File: src/rtl/core/dpmc_pkg.sv
// Shared types, codes and helper functions for the pairwise mutation counter.
// No dependencies; the front end, queue, back end and top level refer to this package by scoped names.
package dpmc_pkg;

    localparam int MAX_SEQS_DEF = 32;
    localparam int MAX_LEN_DEF  = 1024;

    localparam int SEQ_W   = 5;
    localparam int POS_W   = 10;
    localparam int BASE_W  = 8;
    localparam int CNT_W   = 11;
    localparam int MODEL_W = 2;
    localparam int CODE_W  = 3;

    localparam int QUEUE_DEPTH = 2;

    // Stored nucleotide codes.
    localparam logic [CODE_W-1:0] CODE_MISSING = 3'd0;
    localparam logic [CODE_W-1:0] CODE_A       = 3'd1;
    localparam logic [CODE_W-1:0] CODE_C       = 3'd2;
    localparam logic [CODE_W-1:0] CODE_G       = 3'd3;
    localparam logic [CODE_W-1:0] CODE_T       = 3'd4;

    // Lowercase ASCII characters accepted as bases.
    localparam logic [BASE_W-1:0] CHAR_A = 8'h61;
    localparam logic [BASE_W-1:0] CHAR_C = 8'h63;
    localparam logic [BASE_W-1:0] CHAR_G = 8'h67;
    localparam logic [BASE_W-1:0] CHAR_T = 8'h74;

    localparam logic [MODEL_W-1:0] MODEL_NONE     = 2'd0;
    localparam logic [MODEL_W-1:0] MODEL_MISMATCH = 2'd1;
    localparam logic [MODEL_W-1:0] MODEL_TSTV     = 2'd2;

    localparam logic KIND_LOAD  = 1'b0;
    localparam logic KIND_QUERY = 1'b1;

    localparam logic CFG_IDX_MODEL = 1'b0;
    localparam logic CFG_IDX_LEN   = 1'b1;

    localparam logic [MODEL_W-1:0] MODEL_RESET = MODEL_TSTV;
    localparam logic [CNT_W-1:0]   LEN_RESET   = 11'd1024;

    typedef struct packed {
        logic              kind;
        logic [SEQ_W-1:0]  seq_index;
        logic [POS_W-1:0]  position;
        logic [BASE_W-1:0] base;
        logic [SEQ_W-1:0]  other_index;
    } t_in_item;

    typedef struct packed {
        logic [SEQ_W-1:0] first_seq;
        logic [SEQ_W-1:0] second_seq;
        logic [CNT_W-1:0] common_count;
        logic [CNT_W-1:0] first_count;
        logic [CNT_W-1:0] second_count;
    } t_out_item;

    // Classified command handed from the front end to the back end.
    typedef struct packed {
        logic              query;
        logic [SEQ_W-1:0]  seq_a;
        logic [SEQ_W-1:0]  seq_b;
        logic [POS_W-1:0]  position;
        logic [CODE_W-1:0] code;
        logic              seq_a_ok;
        logic              seq_b_ok;
        logic              pos_ok;
    } t_cmd;

    function automatic logic [CODE_W-1:0] encode_base(input logic [BASE_W-1:0] ch);
        logic [CODE_W-1:0] code;
        case (ch)
            CHAR_A:  code = CODE_A;
            CHAR_C:  code = CODE_C;
            CHAR_G:  code = CODE_G;
            CHAR_T:  code = CODE_T;
            default: code = CODE_MISSING;
        endcase
        return code;
    endfunction

    function automatic logic is_base(input logic [CODE_W-1:0] code);
        return code inside {[CODE_A:CODE_T]};
    endfunction

    function automatic logic is_purine(input logic [CODE_W-1:0] code);
        return (code == CODE_A) || (code == CODE_G);
    endfunction

endpackage

File: src/rtl/core/dpmc_queue.sv
// Short command queue between the front end and the back end.
// Depends on dpmc_pkg.
module dpmc_queue (
    input  logic           i_clk,
    input  logic           i_rst_n,
    input  logic           i_valid,
    output logic           o_ready,
    input  dpmc_pkg::t_cmd i_cmd,
    output logic           o_valid,
    input  logic           i_ready,
    output dpmc_pkg::t_cmd o_cmd
);

    localparam int PW = $clog2(dpmc_pkg::QUEUE_DEPTH);

    dpmc_pkg::t_cmd r_mem [dpmc_pkg::QUEUE_DEPTH];
    logic [PW-1:0]  r_wr_ptr;
    logic [PW-1:0]  r_rd_ptr;
    logic [PW:0]    r_count;
    logic           push;
    logic           pop;

    assign o_ready = (r_count != (PW+1)'(dpmc_pkg::QUEUE_DEPTH));
    assign o_valid = (r_count != '0);
    assign o_cmd   = r_mem[r_rd_ptr];
    assign push    = i_valid && o_ready;
    assign pop     = o_valid && i_ready;

    always_ff @(posedge i_clk) begin
        if (push) begin
            r_mem[r_wr_ptr] <= i_cmd;
        end
    end

    always_ff @(posedge i_clk) begin
        if (!i_rst_n) begin
            r_wr_ptr <= '0;
            r_rd_ptr <= '0;
            r_count  <= '0;
        end else begin
            if (push) begin
                r_wr_ptr <= r_wr_ptr + PW'(1);
            end
            if (pop) begin
                r_rd_ptr <= r_rd_ptr + PW'(1);
            end
            if (push && !pop) begin
                r_count <= r_count + (PW+1)'(1);
            end else if (pop && !push) begin
                r_count <= r_count - (PW+1)'(1);
            end
        end
    end

endmodule

File: config.mk
export PLATFORM = sky130hd
export DESIGN_NAME = dpmc_queue
export DESIGN_NICKNAME = d
export VERILOG_FILES = /design/src/rtl/core/dpmc_pkg.sv /design/src/rtl/core/dpmc_queue.sv
export SDC_FILE = /design/constraint.sdc
export NUM_CORES = 1
export LEC_CHECK = 0
export BUFFER_PORTS_ARGS = -buffer_cell sky130_fd_sc_hd__buf_2
export CAP_MARGIN = 30
export CORE_UTILIZATION = 50
export DETAILED_ROUTE_END_ITERATION = 16
export GPL_TIMING_DRIVEN = 0
export PLACE_DENSITY_LB_ADDON = 0.08
export REMOVE_ABC_BUFFERS = 1
export SYNTH_ARGS = -nofsm -noshare
export SYNTH_HDL_FRONTEND = slang
export SYNTH_SLANG_ARGS = --single-unit
File: constraint.sdc
create_clock -name i_clk -period 5.1 [get_ports i_clk]
set_input_delay 0.51 -clock i_clk [delete_from_list [all_inputs] [get_ports i_clk]]
set_output_delay 0.51 -clock i_clk [all_outputs]
set_load 0.05 [all_outputs]
# Word-level counts from Yosys, hierarchy flattened

Memory sizes are Yosys's and may differ from the RTL's. A register that Yosys moved wholly into a read port is not among the register bits.
Cells that the tools add are included.

Add/subtract/negate cells: 4
Multiplexer cells: 6
Equality and inequality tests: 1
Reduce and logical (&&, ||, !) cells: 8

Operators with widths:

| kind                | number |
|---|---|
| $logic_and 1x1->1   | 4 |
| $mux 1              | 4 |
| $mux 2              | 2 |
| $reduce_bool 2->1   | 2 |
| $add 1x1->1 const B | 2 |
| $add 2x1->2 const B | 1 |
| $logic_not 1->1     | 2 |
| $ne 2x2->1 const B  | 1 |
| $sub 2x1->2 const B | 1 |

Word-level logic and storage cells: 23
Memories: 1
Bits in registers: 4
Output and inout bits: 29
Bits in writable memories: 54

Memory list:

| name  | words | width | rd ports | clocked after Yosys merged registers in | write ports | line             | source |
|---|---|---|---|---|---|---|---|
| r_mem | 2     | 27    | 1        | 1                                       | 1           | dpmc_queue.sv:16 | `dpmc_pkg::t_cmd r_mem [dpmc_pkg::QUEUE_DEPTH];` |

# Longest topological paths before layout

Depth in word-level cells: 6
Gate-level depth with buffers: 6
Gate-level depth less buffers: 6

# Worst setup path before layout

No wires, ideal clock.

Path type: reg2reg
Start point: reg r_count[0]
End point: mem r_mem[1][0] (netlist bit), enable pin
Path slack: 3.312 ns
Data arrival time: 1.401 ns
Clock period less this slack: 1.788 ns
Required time: 4.714 ns
Stages on the path, launching flop included: 3
Path through: dfxtp_1 nand2b_4 and3_1

Longest elaborated chain between the ends: 4

RTL lines:

| what                         | line             | source |
|---|---|---|
| start: declaration           | dpmc_queue.sv:19 | `logic [PW:0] r_count;` |
| start signal: assignment     | dpmc_queue.sv:48 | `r_count <= r_count + (PW+1)'(1);` |
| start signal: assignment     | dpmc_queue.sv:50 | `r_count <= r_count - (PW+1)'(1);` |
| $ne 2x2->1                   | dpmc_queue.sv:23 | `assign o_ready = (r_count != (PW+1)'(dpmc_pkg::QUEUE_DEPTH));` |
| net o_ready                  | dpmc_queue.sv:7  | `output logic o_ready,` |
| $logic_and 1x1->1            | dpmc_queue.sv:26 | `assign push = i_valid && o_ready;` |
| $mux 1                       | dpmc_queue.sv:30 | `if (push) begin` |
| $mux 1 (implied by the code) | dpmc_queue.sv:31 | `r_mem[r_wr_ptr] <= i_cmd;` |
| end: declaration             | dpmc_queue.sv:16 |  |

The timed path passes the listed nets, and every way through them passes these cells.

==> impl_metrics.yaml <==
clock_tree:
  numCtsBuffers: 9
  cts.sinks: 59
  cts_tree: "done"
  clockRootBuffer: "clkbuf_8"
  cts.clk_slew.worst_paths_ps: 60
  cts_setup_buffers: 0
  hold_buffers: 0
  clk_latency_ps: 320
  cts_resized: 0
  cts_buffer_depth: 2
  htreeDepth: 3
pwr:
  p_per_area_mw_per_mm2: 590
  combPwrFrac_pct: 34.8
  ir_drop_mv: 0.387
  power.switching_uw: 593
  swShare_pct: 35.8
  power_leakage_nw: 1.08
  p_int_mw: 1.06
  p_clk_share_pct: 26.2
  p_total_mw: 1.65
  p_seq_share_pct: 39.0
global_route:
  grt_pass1_wl_microns: 5180
  grt_max_degree: 21
  top_usage_layer: "met2"
  met2_usage_pct: 27.3
  grtUsageMet1_pct: 18.6
  antenna_found_initial: 0
  grt_pass1_vias: 1101
  globalRouteMet3Util_pct: 6.17
  grt_overflow: 0
  grtUsageTotal_pct: 16.7
yosys:
  yosysWarnings: 0
  avgSynthCellArea_sq_um: 20.3
  postSynthCellCount: 108
  yosysUniqueCellTypes: 20
  syn_area_sq_mm: 0.00219
  ys_seq_elements: 59
  ys_seq_area_share_pct: 78.7
placement:
  place_congestion: 0.614
  dp_hpwl_microns: 2450
  port-buffer-count: 59
floorplan:
  die-area_sq_mm: 0.00465
  initial_utilization_pct: 53.6
  ios: 60
  die_h_microns: 68.2
  num_rows: 23
  core_area_sq_mm: 0.00409
  fp.dieW_microns: 68.2
timing:
  slew_viol_final: 0
  fin_crit_ps: 2370
  maxSlewHeadroom_pct: 57.6
  worst_slew_pin_slew_ps: 636
  min_period_over_period_pct: 46.5
  tns_ps: 0
  fin_skew_ps: 5.67
  fmax_mhz: 422
  final-setup-viol-count: 0
  rsz0062_at_grt: "no"
  hold_slack_ps: 376
  hold_viol: 0
final_layout:
  fin_util_pct: 68.6
  diodes: 0
  drive_above_1_share_pct: 57.9
  nets: 210
  nFillCells: 302
  syn2layout_area_growth_pct: 28.1
detailed_routing:
  drt-initial-drc-count: 97
  viasPerCell: 4.93
  firstDrtPassIters: 4
  drtAntennaViolNets: 0
  wl_microns: 3520
  post_drt_wl_per_cell_microns: 15.1
  vias: 1149
  drc: 0
critical_path:
  cp-end-kind: "output pin"
  path_max_fanout: 15
  start_kind: "flop"
  crit_type: "reg -> out"
  required_ps: 4590
  cp.arrival_ps: 1860
worst_hold_path:
  hold_class: "in -> reg"
flow_run:
  maxCapViolCount: 0
status:
  status: "finished clean"
-- final timing paths --
kind | from | endpoint | slack [ps] | cells after the start
setup reg to reg | r_count[0]$_SDFFE_PN0P_ | r_mem[1][12]$_DFFE_PP_ | 3500 | 3
setup / recovery | flop | o_cmd[24] | 2730 | 3
hold reg to reg | r_wr_ptr$_SDFFE_PN0P_ | r_wr_ptr$_SDFFE_PN0P_ | 570 | 2
hold / removal | i_cmd[5] | r_mem[1][5]$_DFFE_PP_ | 380 | 1
-- worst max-delay path, cell delays in order, from the launching register on --
cell	delay, ps
dfxtp_1	730
buf_8	250
mux2_2	350
buf_2	210
-- per-stage QoR --
step,cell area [sq um],cells,setup WS (ps)
after floorplan,2170,105,3200
after detailed placement,2600,217,3030
final,2800,233,2730
after global routing,2800,233,2630
after global placement,2530,214,2820
after CTS,2800,233,2680
-- routing by layer --
layer  part of all wire [%]  wire (microns)  vias to the layer above
met4                   0.71              25                        0
met3                    6.4             225                        4
met5                      0               0                        -
met1                     40            1400                      542
met2                     53            1870                       42
li1                       -               -                      561
-- synth_stat cells --
library cell | instances | area (sq um)
edfxtp_1 | 54 | 1620
and3_1 | 1 | 6.26
o21ai_0 | 1 | 5.00
o21ai_1 | 1 | 5.00
or2_2 | 1 | 6.26
buf_4 | 2 | 15.0
mux2_2 | 27 | 304
ha_1 | 1 | 12.5
inv_1 | 1 | 3.75
xnor2_1 | 2 | 17.5
a21boi_0 | 1 | 7.51
nand3b_1 | 1 | 7.51
a21bo_2 | 1 | 10.0
xor2_1 | 1 | 8.76
a21boi_1 | 1 | 7.51
or3_1 | 1 | 6.26
and2_1 | 4 | 25.0
buf_2 | 1 | 5.00
dfxtp_1 | 5 | 100
nand2b_4 | 1 | 13.8
-- layout by cell type, fill, tap and decap left out, drive strengths merged --
cell type,n
xor2,1
clkinv,5
and2,4
buf,62
nand2b,1
or2,1
ha,1
mux2,27
o21ai,2
xnor2,2
bufinv,2
or3,1
inv,1
a21boi,2
nand3b,1
and3,1
dfxtp,5
a21bo,1
clkbuf,9
edfxtp,54
-- final cells by class --
class                           count  area [sq um]  share of cell area, %
Tap cell                           50          62.6                   2.23
Clock buffer                        9           124                   4.42
Inverter                            1          3.75                  0.134
Sequential cell                    59          1720                   61.4
Multi-Input combinational cell     45           443                   15.8
Clock inverter                      7          82.6                   2.95
Timing Repair Buffer               62           365                   13.0
-- registers in the layout (all words and copies together), names as in the netlist, named ones only --
signal    flops
r_rd_ptr      1
r_mem        54
r_wr_ptr      1
r_count       2
-- power groups by stage --
| stage | Combinational, mW | Sequential, mW | Clock (mW) |
|---|---|---|---|
| 2_1_floorplan | 0.435 | 0.654 | 0 |
| 3_3_place_gp | 0.529 | 0.666 | 0 |
| 3_5_place_dp | 0.579 | 0.657 | 0 |
| 4_1_cts | 0.581 | 0.646 | 0.445 |
| 5_1_grt | 0.604 | 0.653 | 0.465 |
| 6_report | 0.576 | 0.645 | 0.434 |
-- cells by family after synthesis --
family          Yosys count  share of synthesized area [%]
flops                    59                           78.7
mux                      27                           13.9
simple gates              9                           2.97
compound gates            5                           1.60
buf+inv                   4                           1.09
xor+xnor                  3                           1.20
fa+ha+maj                 1                          0.572
(Power assumes the default switching activity.)
